**config.mk**
```make
export PLATFORM = sky130hd
export DESIGN_NAME = rsas_seq
export DESIGN_NICKNAME = d
export VERILOG_FILES = /design/src/rtl/rsas_pkg.sv /design/src/rtl/rsas_seq.sv
export SDC_FILE = /design/constraint.sdc
export NUM_CORES = 1
export LEC_CHECK = 0
export BUFFER_PORTS_ARGS = -buffer_cell sky130_fd_sc_hd__buf_2
export CORE_AREA = 5 5 42 44
export DETAILED_ROUTE_END_ITERATION = 8
export DIE_AREA = 0 0 47 49
export GPL_TIMING_DRIVEN = 0
export PLACE_DENSITY = 0.73
export SETUP_SLACK_MARGIN = 0.5
export SYNTH_ARGS = -nofsm -noshare
export SYNTH_HDL_FRONTEND = slang
export SYNTH_SLANG_ARGS = --single-unit
export TNS_END_PERCENT = 100
```
**constraint.sdc**
```tcl
create_clock -name clk -period 2.78 [get_ports clk]
set_clock_uncertainty 0.2 [all_clocks]
set_input_delay 0.556 -clock clk [delete_from_list [all_inputs] [get_ports clk]]
set_output_delay 0.556 -clock clk [all_outputs]
set_load 0.01 [all_outputs]
```
**src/rtl/rsas_pkg.sv**
```systemverilog
// shared types, codes and the control program for the rotated sorted array search
// no dependencies
package rsas_pkg;

	localparam int DEPTH_DEF = 1024;
	localparam int VALUE_W   = 32;
	localparam int ACTION_W  = 2;
	localparam int INDEX_W   = 10;

	typedef enum logic [ACTION_W-1:0] {
		ACT_APPEND = 2'd0,
		ACT_SEARCH = 2'd1,
		ACT_CLEAR  = 2'd2
	} action_t;

	// program addresses
	typedef enum logic [3:0] {
		ST_IDLE,
		ST_CHK,
		ST_PIV_RD,
		ST_PIV_UPD,
		ST_SEL_RD,
		ST_SEL_UPD,
		ST_BS_RD,
		ST_BS_UPD,
		ST_DONE
	} step_t;

	typedef enum logic [3:0] {
		OP_NOP,
		OP_ACCEPT,
		OP_PIV_RD,
		OP_PIV_UPD,
		OP_SEL_RD,
		OP_SEL_UPD,
		OP_BS_RD,
		OP_BS_UPD,
		OP_EMIT
	} op_t;

	typedef enum logic [2:0] {
		C_NEVER,
		C_ALWAYS,
		C_NO_SEARCH,
		C_EMPTY,
		C_LO_GE_HI,
		C_LO_GT_HI,
		C_MISS,
		C_OUT_BUSY
	} cond_t;

	typedef struct packed {
		op_t   op;
		cond_t cond;
		step_t target;
		logic  ret;
	} ctrl_t;

	typedef struct packed {
		logic search_acc;
		logic empty;
		logic lo_ge_hi;
		logic lo_gt_hi;
		logic miss;
		logic out_busy;
	} stat_t;

	// control store: jump to target when cond holds, else next step (or step 0 on ret)
	function automatic ctrl_t rsas_rom(step_t step);
		ctrl_t w;
		unique case (step)
			ST_IDLE:    w = '{op: OP_ACCEPT,  cond: C_NO_SEARCH, target: ST_IDLE,   ret: 1'b0};
			ST_CHK:     w = '{op: OP_NOP,     cond: C_EMPTY,     target: ST_DONE,   ret: 1'b0};
			ST_PIV_RD:  w = '{op: OP_PIV_RD,  cond: C_LO_GE_HI,  target: ST_SEL_RD, ret: 1'b0};
			ST_PIV_UPD: w = '{op: OP_PIV_UPD, cond: C_ALWAYS,    target: ST_PIV_RD, ret: 1'b0};
			ST_SEL_RD:  w = '{op: OP_SEL_RD,  cond: C_NEVER,     target: ST_IDLE,   ret: 1'b0};
			ST_SEL_UPD: w = '{op: OP_SEL_UPD, cond: C_NEVER,     target: ST_IDLE,   ret: 1'b0};
			ST_BS_RD:   w = '{op: OP_BS_RD,   cond: C_LO_GT_HI,  target: ST_DONE,   ret: 1'b0};
			ST_BS_UPD:  w = '{op: OP_BS_UPD,  cond: C_MISS,      target: ST_BS_RD,  ret: 1'b0};
			ST_DONE:    w = '{op: OP_EMIT,    cond: C_OUT_BUSY,  target: ST_DONE,   ret: 1'b1};
			default:    w = '{op: OP_NOP,     cond: C_NEVER,     target: ST_IDLE,   ret: 1'b1};
		endcase
		return w;
	endfunction

endpackage

```
**src/rtl/rsas_seq.sv**
```systemverilog
// microcode sequencer: step counter, control store and jump logic
// depends on rsas_pkg
module rsas_seq (
	input  logic           clk,
	input  logic           arst_n,
	input  rsas_pkg::stat_t stat,
	output rsas_pkg::ctrl_t ctrl
);
	import rsas_pkg::*;

	step_t pc_q;
	step_t pc_d;
	logic  take;

	always_ff @(posedge clk or negedge arst_n) begin
		if (!arst_n) begin
			pc_q <= ST_IDLE;
		end else begin
			pc_q <= pc_d;
		end
	end

	always_comb begin
		ctrl = rsas_rom(pc_q);
		unique case (ctrl.cond)
			C_NEVER:     take = 1'b0;
			C_ALWAYS:    take = 1'b1;
			C_NO_SEARCH: take = !stat.search_acc;
			C_EMPTY:     take = stat.empty;
			C_LO_GE_HI:  take = stat.lo_ge_hi;
			C_LO_GT_HI:  take = stat.lo_gt_hi;
			C_MISS:      take = stat.miss;
			C_OUT_BUSY:  take = stat.out_busy;
			default:     take = 1'b0;
		endcase
		priority if (take) begin
			pc_d = ctrl.target;
		end else if (ctrl.ret) begin
			pc_d = ST_IDLE;
		end else begin
			pc_d = step_t'(pc_q + 4'd1);
		end
	end

	// the program only steps into its own addresses
	a_pc_in_program: assert property (@(posedge clk) disable iff (!arst_n)
		pc_q <= ST_DONE) else $error("sequencer left the program");

	// a search always leaves the idle step
	a_search_starts: assert property (@(posedge clk) disable iff (!arst_n)
		(pc_q == ST_IDLE && stat.search_acc) |=> pc_q == ST_CHK)
		else $error("search transfer not dispatched");

	// the result step is left only when the output register takes the result
	a_done_holds: assert property (@(posedge clk) disable iff (!arst_n)
		(pc_q == ST_DONE && stat.out_busy) |=> pc_q == ST_DONE)
		else $error("result step left while output busy");

endmodule

```
==> results of run 1 <==
## timing repair
item	in CTS	in global routing
gates resized for setup	4	9
pin swaps	0	1
endpoints found under the setup margin	9	7
setup buffers	2	1
endpoints found under the hold margin	4	0
hold buffers	1	0
## per-stage QoR
step	hold WS, ns	worst slack [ns]	cells	utilization, %	power [uW]
after floorplan	0.0604	0.509	67	-	534
after global placement	0.159	0.345	101	47.0	666
after detailed placement	0.161	0.313	101	47.0	678
after CTS	0.450	0.478	108	51.1	790
after global routing	0.461	0.462	109	54.5	907
final	0.453	0.523	109	54.5	844
## cell type report
cell class                      count  area [um2]
Inverter                            4        17.5
Sequential cell                     4         103
Tap cell                           16        20.0
Buffer                              6        46.3
Multi-Input combinational cell     53         428
Timing Repair Buffer               22         123
Fill cell                         143         638
Clock buffer                        4        26.3
## cell families after synthesis
group	Yosys count
flip-flops	4
buffers and inverters	10
AND/OR/NAND/NOR	23
adder cells (fa/ha/maj)	4
AO/OA/AOI/OAI	17
XOR/XNOR	1
other	1
multiplexers	7
## where the power goes
group	switching [uW]	internal, uW
Clock	25.6	54.0
Sequential	35.9	82.5
Combinational	324	323
Total	385	459
## metal layers
layer  wire, um  up-vias  global-route usage (%)
met5          0        -                       0
met4          0        0                    5.53
met3         71        0                       0
met2        765       16                    19.9
met1        613      263                    17.1
li1           -      287                       -
## cells in the mapped netlist
| master | count | area [um2] |
|---|---|---|
| and3_1 | 1 | 6.26 |
| a31oi_1 | 1 | 6.26 |
| a21oi_1 | 4 | 20.0 |
| o22a_1 | 2 | 17.5 |
| ha_1 | 4 | 50.1 |
| buf_2 | 2 | 10.0 |
| nor3_1 | 2 | 10.0 |
| o21ai_1 | 2 | 10.0 |
| mux2_4 | 2 | 30.0 |
| a21oi_2 | 1 | 8.76 |
| nor2_1 | 6 | 22.5 |
| mux2i_1 | 5 | 50.1 |
| xnor2_1 | 1 | 8.76 |
| buf_4 | 3 | 22.5 |
| dfrtp_1 | 4 | 100 |
| nand3b_1 | 1 | 7.51 |
| nor2b_1 | 2 | 12.5 |
| o41a_1 | 1 | 11.3 |
| o21ai_0 | 3 | 15.0 |
| inv_1 | 4 | 15.0 |
| o32ai_1 | 1 | 8.76 |
| conb_1 | 1 | 3.75 |
| buf_6 | 1 | 11.3 |
| a311oi_1 | 1 | 8.76 |
| nand2b_1 | 4 | 25.0 |
| nand4b_1 | 1 | 8.76 |
| nand2_1 | 5 | 18.8 |
| o221a_4 | 1 | 20.0 |
| nor3b_1 | 1 | 7.51 |
## worst min path at each step
stage	start	end	slack, ns	cells past startpoint
floorplan	arst_n	pc_q[0]$_DFF_PN0_	0.06	0
global placement	arst_n	pc_q[3]$_DFF_PN0_	0.16	1
detailed placement	arst_n	pc_q[2]$_DFF_PN0_	0.16	1
CTS	pc_q[0]$_DFF_PN0_	pc_q[0]$_DFF_PN0_	0.45	2
global route	arst_n	pc_q[2]$_DFF_PN0_	0.46	2
finish	arst_n	pc_q[2]$_DFF_PN0_	0.45	2
==> impl.org, run 1 <==
** Finish
- Regs by FF count :: pc_q x4
- The area growth from synthesis to layout is 39.6%.
- The net count of the finished layout is 106.
- Post-route cell area :: 763 um2
- Antenna diode count :: 0
- Of the cells placed in the final design, the portion with a size suffix greater than 1 is 45.2%.
- Most frequent cells in the layout :: buf_2, buf_4, mux2i_1, nand2_1, nor2_1
- Number of flip-flops in the largest register :: 4
- Most common cell after layout, fill and taps aside :: buf_2
- Top reg by flops :: pc_q

** Logic synthesis
- Summing the sequential cell areas from Yosys gives 18.3% of the chip area.
- Post-Synth Adder-Cell Area :: 9.15%
- Compound-cell area share of the yosys netlist :: 23.1%
- Synthesis produced a netlist with a net count of 79.
- Multiplexer fraction of the synthesized cell area :: 14.6%
- Yosys printed 0 warnings.
- In this run the cell area of the synthesized design comes to 547 um2.
- After Yosys synthesis, XOR and XNOR cells account for 1.60% of the synthesized area.
- After Yosys synthesis, and, or, nand and nor cells account for 21.7% of the synthesized area.
- FF+latch count, synth :: 4
- The average instance in the mapped netlist occupies 8.16 um2.
- Combinational family with the most area after synthesis :: compound AO/OA/AOI/OAI gates
- Post-Synthesis Cells :: 67
- The synthesized netlist contains 29 unique library cells.

** Drt
- Mean number of vias per cell :: 5.19
- The detail route stage leaves a number of antenna-violating nets equal to 0.
- Routed via count :: 566
- The final layout contains routed wiring with a total length of 1450 um.
- For this block, the initial DRC count from the detailed router was 20.
- Before antenna repair, the detailed router went through 4 iterations.
- After detailed routing, the average wire length per cell comes to 13.3 um.
- For this run, design rule violations remaining after detail routing come to 0.

** Clocking
- H-tree depth reported by CTS :: 1
- Reg clk slew, reported paths :: 0.04 ns
- CTS tree :: done
- In this run the deepest clock path goes through 2 buffers.
- Counting every sink on the clock net gives 4.
- In this run the clock root is driven by a clkbuf_4.
- Later-pin clock latency in the skew report :: 0.23 ns
- Counting the buffers created by CTS gives 3.

** Run status
- Status :: complete, no violations

** Global routing
- Remaining Overflow, GRT :: 0
- The via count of the first global-routing pass came to 536.
- Entering global routing, the biggest net connects 11 pins.
- The initial antenna violation count was 0.
- Wire length of the first global-routing pass :: 2240 um
- Global routing used 12.5% of the available tracks.

** Critical path
- In this run the critical register-to-register path is launched from pc_q[0]$_DFF_PN0_.
- Critical Path End Type :: flip-flop
- The critical path runs through a total of 8 cells.
- Worst r2r dst :: pc_q[3]$_DFF_PN0_
- Cell with the largest stage delay on the worst path :: dfrtp_2
- Family with the most delay on the worst path :: compound AO/OA/AOI/OAI gates
- Type of origin of the critical path :: flip-flop
- Worst setup path startpoint :: pc_q[0]$_DFF_PN0_
- Startpoint-to-endpoint class of the critical path :: flip-flop to flip-flop
- Crit-path max FO :: 7
- The most critical setup path has its endpoint at pc_q[3]$_DFF_PN0_.
- Slack of the worst reg-to-reg path :: 0.52 ns
- Critical path data required time :: 2.69 ns
- Worst endpoint data arrival time :: 2.17 ns
- Buffer and inverter count on the worst path :: 1
- Delay of the slowest cell on the worst path :: 0.44 ns
- The number of cells on the worst reg-to-reg path is 8.
- Critical path, cell by cell :: inv_4 -> ha_4 -> nor2_2 -> a21oi_2 -> o41a_1 -> o22a_1 -> o221a_4 -> mux2_4

** Power
- For this design the static power due to leakage is 0.000361 uW.
- In this run the power density over the cells is 1110 nW/um2.
- Max rail drop VDD :: 0.630 mV

** Die
- Die area :: 2300 um2
- The floorplan step defined a core boundary enclosing 1400 um2.
- Die width :: 47 um
- The initial utilization of the core area, before any placement, comes to 39.0%.
- 20 I/O pins were placed.
- Overall die height :: 49 um
- Count of standard-cell rows :: 14

** Placement
- Count of buffers from port buffering :: 18
- GPL Wtd Cong :: 0.864
- Detailed placement HPWL :: 1060 um
- After detailed placement, the total cell area comes to 658 um2.

** STA
- The count of final max-slew check failures was 0.
- After layout, the minimum clock period comes to 2.26 ns.
- Static timing analysis puts the maximum clock frequency at 0.443 GHz.
- Setup repair after global routing could not meet its margin everywhere.
- Adding up every negative setup slack in the final design gives 0 ns.
- Setup violations remaining at the end of the flow were counted as 0.
- Final Hold Viols :: 0
- In the finished design, the share of the clock period the worst path needs comes to 81.2%.

** Flow run
- The tool flagged a number of max-cap violations equal to 0.

** Worst hold path
- Type of the tightest min-delay check :: input port to async pin
Note: power is estimated with default switching activity, not from simulation.
==> run 2: changes to the inputs <==
ABC_AREA = 1   (was not set)
PLACE_DENSITY = 0.7   (was 0.73)
clock period = 2.3 ns   (was 2.78 ns; I/O delays follow)
==> impl.org, run 2 <==
** STA
- Setup violations remaining at the end of the flow were counted as 0.
- Time the final worst path needs with I/O delays and setup :: 2.05 ns
- Setup TNS :: 0 ns
- Setup repair after global routing missed its margin :: true
- For this run, the top clock speed supported by timing is 0.487 GHz.
- The final critical path takes up 89.2% of the cycle.
- The count of endpoints failing hold in the final timing report came to 0.
- Final number of max-transition violations :: 0

** Critical path
- The endpoint identified for the worst register-to-register timing path is pc_q[3]$_DFF_PN0_.
- Counting both buffers and inverters, the worst setup path holds a total of 4.
- The signal on the critical path passes through buf_4 -> ha_1 -> inv_2 -> nand2_2 -> nand3_4 -> inv_2 -> buf_2.
- In this run the critical register-to-register path is launched from pc_q[0]$_DFF_PN0_.
- Counting cells, the worst reg-to-reg path comes to 12.
- STA classifies the critical path startpoint as a flip-flop.
- Among the stages of the critical path, the cell type that occurs most often is inv_2.
- The slowest stage of the critical path is the dfrtp_1 cell.
- STA puts the critical path data required time at 1.64 ns.
- In this design, the stage delay of the slowest critical-path cell is 0.41 ns.
- Slack of the worst reg-to-reg path :: 0.40 ns
- By startpoint and endpoint, the worst setup path is classified as flip-flop to output pin.
- Along the worst path, the maximum fanout reaches 3.
- At the worst endpoint, the arrival time is 1.39 ns.
- The worst setup path is captured at an output pin.
- Grouping stages by cell kind, the critical path spends the most delay in flip-flops.

** Die
- Overall die height :: 49 um
- Die area :: 2300 um2
- 20 I/O pins were placed.
- Once the floorplan was initialized, standard cells occupied 36.3% of the core.
- Die width :: 47 um
- After floorplanning, the core was sized to cover 1400 um2.
- Count of standard-cell rows :: 14

** Logic synthesis
- In the synthesized netlist the dominant register cell turns out to be dfrtp_1.
- After synthesis, the share of flip-flops with an asynchronous set or reset is 100%.
- Dividing the synthesized area by the synthesized cell count gives 6.14 um2.
- The cell area that synthesis handed to floorplanning was 509 um2.
- By count the netlist is led by nand2_1, inv_1, nand3_1.
- Top cell type's share of synthesized area :: 19.7%
- Yosys instantiated no cell more often than nand2_1.
- FF+latch count, synth :: 4
- The synthesized design contains 0 enable-type register cells.
- Of the synthesized area, sequential elements account for 19.7%.
- The number of different library cells used by synthesis comes to 19.
- Post-Synthesis Cells :: 83
- The number of nets in the synthesized netlist is 95.
- Cell accounting for the most synthesized area :: dfrtp_1
- In the post-synthesis netlist, the biggest area contributors are dfrtp_1, nand2_1, ha_1.
- For this run, the number of Yosys warnings is 0.

** Global routing
- Global routing used 13.1% of the available tracks across all layers.
- The via count of the first global-routing pass came to 552.
- Entering global routing, the biggest net connects 11 pins.
- The total overflow left after global routing is 0.
- Wire length of the first global-routing pass :: 2210 um
- Number of antenna violations at the first check in global routing :: 0

** Flow run
- Count of max-cap constraint violations :: 0

** Finish
- Top reg by flops :: pc_q
- Antenna diode count :: 0
- The register with the most flip-flops in the layout has 4 of them.
- Fraction of final layout cells sized beyond drive strength 1 :: 60.7%
- The layout has 136 filler cells.
- The library cells used most frequently in the layout, excluding fill and tap cells, are nand2_1, buf_4, buf_2.
- At the end of the flow the core is filled with cells to 64.6%.
- The largest registers in the layout are pc_q x4.
- The multi-input combinational cells in the finished layout cover a total of 444 um2.
- Post-synthesis to final-layout area growth :: 77.9%
- Most common cell after layout, fill and taps aside :: nand2_1
- Final Net Count :: 136
- Across the whole layout, storage elements account for 104 um2.

** Placement
- The congestion estimate from routability-driven global placement came to 0.795.
- Detailed placement HPWL :: 943 um
- Count of buffers from port buffering :: 18

** Power
- For this design the ratio of total power to cell area is 1400 nW/um2.
- The internal portion of the total power is 642 uW.
- Summed over all cells, the static leakage comes to 0.000521 uW.
- Share of total power in combinational logic :: 81.5%
- Relative contribution of the clock network to total power :: 6.6%
- In this run switching power makes up 49.4% of total power.
- Max rail drop VDD :: 0.655 mV
- Switching power summed over all nets :: 626 uW
- In this run, flip-flops and latches consume 11.8% of the power.

** Drt
- DR DRC count :: 0
- The detailed router placed 639 vias in this run.
- The count of nets left with antenna violations once routing finished came out at 0.
- Wires add up to 1540 um.
- The first detailed-routing pass took 4 iterations.
- 1st-iter DRT viols :: 10
- Final routed wire length divided by cell count :: 11.2 um
- After detailed routing, the number of vias per cell comes to 4.63.

** Clocking
- Bufs on Longest Clock Path :: 2
- Clock sinks :: 4
- H-tree depth reported by CTS :: 1
- Clock latency on the worst-skew pair, taken at its later pin, is 0.23 ns.
- After clock tree synthesis, the clock-pin slew on the worst setup and hold paths is 0.04 ns.
- CTS tree :: done
- In this run the clock root is driven by a clkbuf_4.
- Number of buffers inserted during clock tree synthesis :: 3

** Run status
- Status :: complete, no violations

** Worst hold path
- Type of the tightest min-delay check :: input port to async pin
==> run 2: changes by cell type after synthesis, moves of 4 or more <==
cell,delta
nand2_1,+21
mux2i_1,-5
inv_1,+7
nand3_1,+8
nand2b_1,-4
nand2_2,+4
==> run 2: power by group through the flow <==
stage               registers, uW  clock network [uW]  logic [uW]
finish                        150                84.1        1030
global route                  153                97.6        1140
CTS                           155                88.2         892
detailed placement            146                   0         652
global placement              147                   0         641
floorplan                     134                   0         481
==> run 2: area by class of cell <==
type | instances | share of cell area (%)
Sequential cell | 4 | 11.5
Multi-Input combinational cell | 63 | 49.0
Tap cell | 16 | 2.21
Clock buffer | 3 | 2.49
Buffer | 2 | 1.66
Timing Repair Buffer | 36 | 26.5
Inverter | 14 | 6.63
==> run 2: how the worst max path moves through the flow <==
stage,end,start,depth (start not counted)
detailed placement,ctrl[4],pc_q[0]$_DFF_PN0_,7
floorplan,ctrl[4],pc_q[0]$_DFF_PN0_,6
finish,ctrl[6],pc_q[0]$_DFF_PN0_,7
global route,ctrl[4],pc_q[0]$_DFF_PN0_,7
CTS,ctrl[4],pc_q[0]$_DFF_PN0_,7
global placement,ctrl[4],pc_q[0]$_DFF_PN0_,7
==> run 2: repair_timing <==
action | in CTS | in global routing
endpoints found under the hold margin | 4 | 0
hold buffers | 1 | 0
gates cloned | 0 | 0
setup endpoints to repair | 12 | 14
gates resized for setup | 28 | 7
setup buffers | 9 | 8
pin swaps | 5 | 4
==> run 2: worst register-to-register path, delay by kind of cell, from the launching register on <==
kind                   cells  cell delay [ns]
buffers and inverters      4             0.48
flip-flops                 1             0.39
AND/OR/NAND/NOR            8             0.73
==> run 2: kinds of logic after synthesis <==
| family | Yosys count | synth area share (%) |
|---|---|---|
| fa+ha+maj | 4 | 9.83 |
| compound gates | 8 | 10.1 |
| other cells | 1 | 0.736 |
| buf+inv | 16 | 13.8 |
| flops | 4 | 19.7 |
| simple gates | 50 | 45.9 |
==> run 2: routing by layer <==
layer / GRT usage, % / part of all wire, %
met1: 15.5 / 45
met3: 3.32 / 6.2
met2: 20.6 / 49
met4: 6.91 / 0.58
met5: 0 / 0
==> run 2: stage by stage <==
stage / hold slack (ns) / total power, uW / worst slack [ns] / cell area [um2] / instances
floorplan: -0.0356 / 615 / 0.526 / 509 / 83
global placement: 0.0649 / 788 / 0.336 / 619 / 117
detailed placement: 0.0651 / 798 / 0.308 / 619 / 117
CTS: 0.349 / 1140 / 0.269 / 820 / 130
global route: 0.377 / 1390 / 0.140 / 906 / 138
finish: 0.362 / 1270 / 0.248 / 906 / 138
==> run 3: changes to the inputs <==
--- a/constraint.sdc
+++ b/constraint.sdc
@@ -4,2 +4,2 @@
 set_output_delay 0.46 -clock clk [all_outputs]
-set_load 0.01 [all_outputs]
+set_load 0.05 [all_outputs]
==> impl.org, run 3 (synthesized netlist as in run 2, its figures left out) <==
** Placement
- At the placement stage, the worst setup path has a slack of 0.254 ns.
- Count of buffers from port buffering :: 18
- GPL Wtd Cong :: 0.795

** STA
- Setup violations remaining at the end of the flow were counted as 0.
- The smallest clock period supported by the final layout is computed as 2.08 ns.
- Final period utilization :: 90.5%
- Based on the critical path, the design can be clocked at up to 0.481 GHz.
- Setup repair after global routing missed its margin :: true
- Setup TNS :: 0 ns
- The count of final max-slew check failures came to 0.
- The count of endpoints failing hold in the final timing report came to 0.
- Final Hold Slack :: 0.360 ns
- The worst path meets setup with 0.219 ns of slack.

** Finish
- Fraction of the core area covered by cells at the end of the flow :: 74.1%
- In the final layout, the registers with the most flip-flops are pc_q x4.
- The final layout contains 137 nets.
- Antenna diode count :: 0
- Top reg by flops :: pc_q
- The post-route netlist has 64.5% of its cells at a drive strength greater than 1.
- From synthesis to final layout, the design area changed by 104%.
- The top cell types in the final layout, fill and taps aside, are nand2_1, buf_4, buf_6.
- Number of flip-flops in the largest register :: 4

** Clocking
- Cell at the root of the clock tree :: clkbuf_4
- CTS tree :: done
- Reg clk slew, reported paths :: 0.04 ns
- The clock passes through at most 2 buffers.
- The clock reaches the later pin of the worst-skew pair after 0.24 ns.
- CTS built an H-tree with a depth of 1.
- Clock sinks :: 4
- Number of buffers inserted during clock tree synthesis :: 3

** Critical path
- The largest single stage delay on the critical path is 0.45 ns.
- Critical Path End Type :: output pin
- At the worst endpoint, the required time is 1.64 ns.
- Critical path, cell by cell :: ha_2 -> inv_2 -> nand2_2 -> nand3_4 -> inv_4 -> buf_8
- Along the worst path, the maximum fanout reaches 5.
- At the worst endpoint, the arrival time is 1.42 ns.
- Type of origin of the critical path :: flip-flop
- Buffer and inverter count on the worst path :: 3
- The kind of cell with the highest combined delay along the critical path is flip-flops.
- Startpoint-to-endpoint class of the critical path :: flip-flop to output pin
- Among all stages on the critical path, the largest delay is contributed by dfrtp_2.

** Global routing
- The first global-routing pass estimated 2860 um of wire.
- Maximum number of pins on one net before global-route repair :: 11
- Number of antenna violations at the first check in global routing :: 0
- Summed over all layers, the global routing overflow is 0.
- The via count of the first global-routing pass was 693.
- Global routing used 16.3% of the available tracks across all layers.

** Run status
- The flow ran to the end, and the final reports show no timing, DRC or antenna violations.

** Die
- 20 I/O pins were placed.
- Core area :: 1400 um2
- The floorplan has 14 rows.
- The die is 47 um wide.
- Overall die height :: 49 um
- The die covers 2300 um2.
- The initial utilization of the core area, before any placement, comes to 36.3%.

** Drt
- First-pass DRT Iterations :: 4
- DR DRC count :: 0
- The first routing iteration left 12 violations.
- Final routed wire length divided by cell count :: 12.7 um
- Mean number of vias per cell :: 4.88
- Antenna viol nets, final :: 0
- Across all layers, the routed design uses 683 vias.
- Post-detailed-routing wire length :: 1770 um

** Flow run
- Count of max-cap constraint violations :: 0

** Worst hold path
- Type of the tightest min-delay check :: input port to async pin
==> run 3: through the flow <==
stage | instance area, um2 | std cells
6_report | 1040 | 140
5_1_grt | 1040 | 140
4_1_cts | 971 | 137
3_5_place_dp | 672 | 117
3_3_place_gp | 672 | 117
2_1_floorplan | 562 | 83
==> run 3: final timing paths <==
path,startpoint,endpoint,slack [ns],cells past startpoint
worst max-delay path,pc_q[1]$_DFF_PN0_,ctrl[6],0.22,6
worst min-delay path,arst_n,pc_q[0]$_DFF_PN0_,0.36,2
worst max register to register,pc_q[0]$_DFF_PN0_,pc_q[1]$_DFF_PN0_,0.41,11
worst min register to register,pc_q[3]$_DFF_PN0_,pc_q[0]$_DFF_PN0_,0.46,3
max in group asynchronous,arst_n,pc_q[1]$_DFF_PN0_,1.41,2
min in group clk,pc_q[3]$_DFF_PN0_,pc_q[0]$_DFF_PN0_,0.46,3
==> run 3: area by class of cell <==
| class | instances | area, um2 |
|---|---|---|
| Multi-Input combinational cell | 63 | 485 |
| Fill cell | 91 | 363 |
| Timing Repair Buffer | 37 | 315 |
| Sequential cell | 4 | 105 |
| Inverter | 14 | 71.3 |
| Clock buffer | 4 | 26.3 |
| Tap cell | 16 | 20.0 |
| Buffer | 2 | 15.0 |
==> run 3: routing by layer <==
layer / global-route usage [%] / wire length [um]
met4: 9.22 / 27
met3: 0.738 / 86
met2: 26.9 / 965
met5: 0 / 0
met1: 19.9 / 692
==> run 3: repair_timing <==
item	CTS	global route
endpoints found under the hold margin	4	0
gates cloned	0	0
hold buffers	1	0
setup endpoints to repair	14	15
setup buffers	15	3
pin swaps	6	7
gates resized for setup	45	12
Power of run 3 is left out: the tool's default activity adds up to more than one toggle a clock period on the data nets, which glitch-free logic cannot reach.
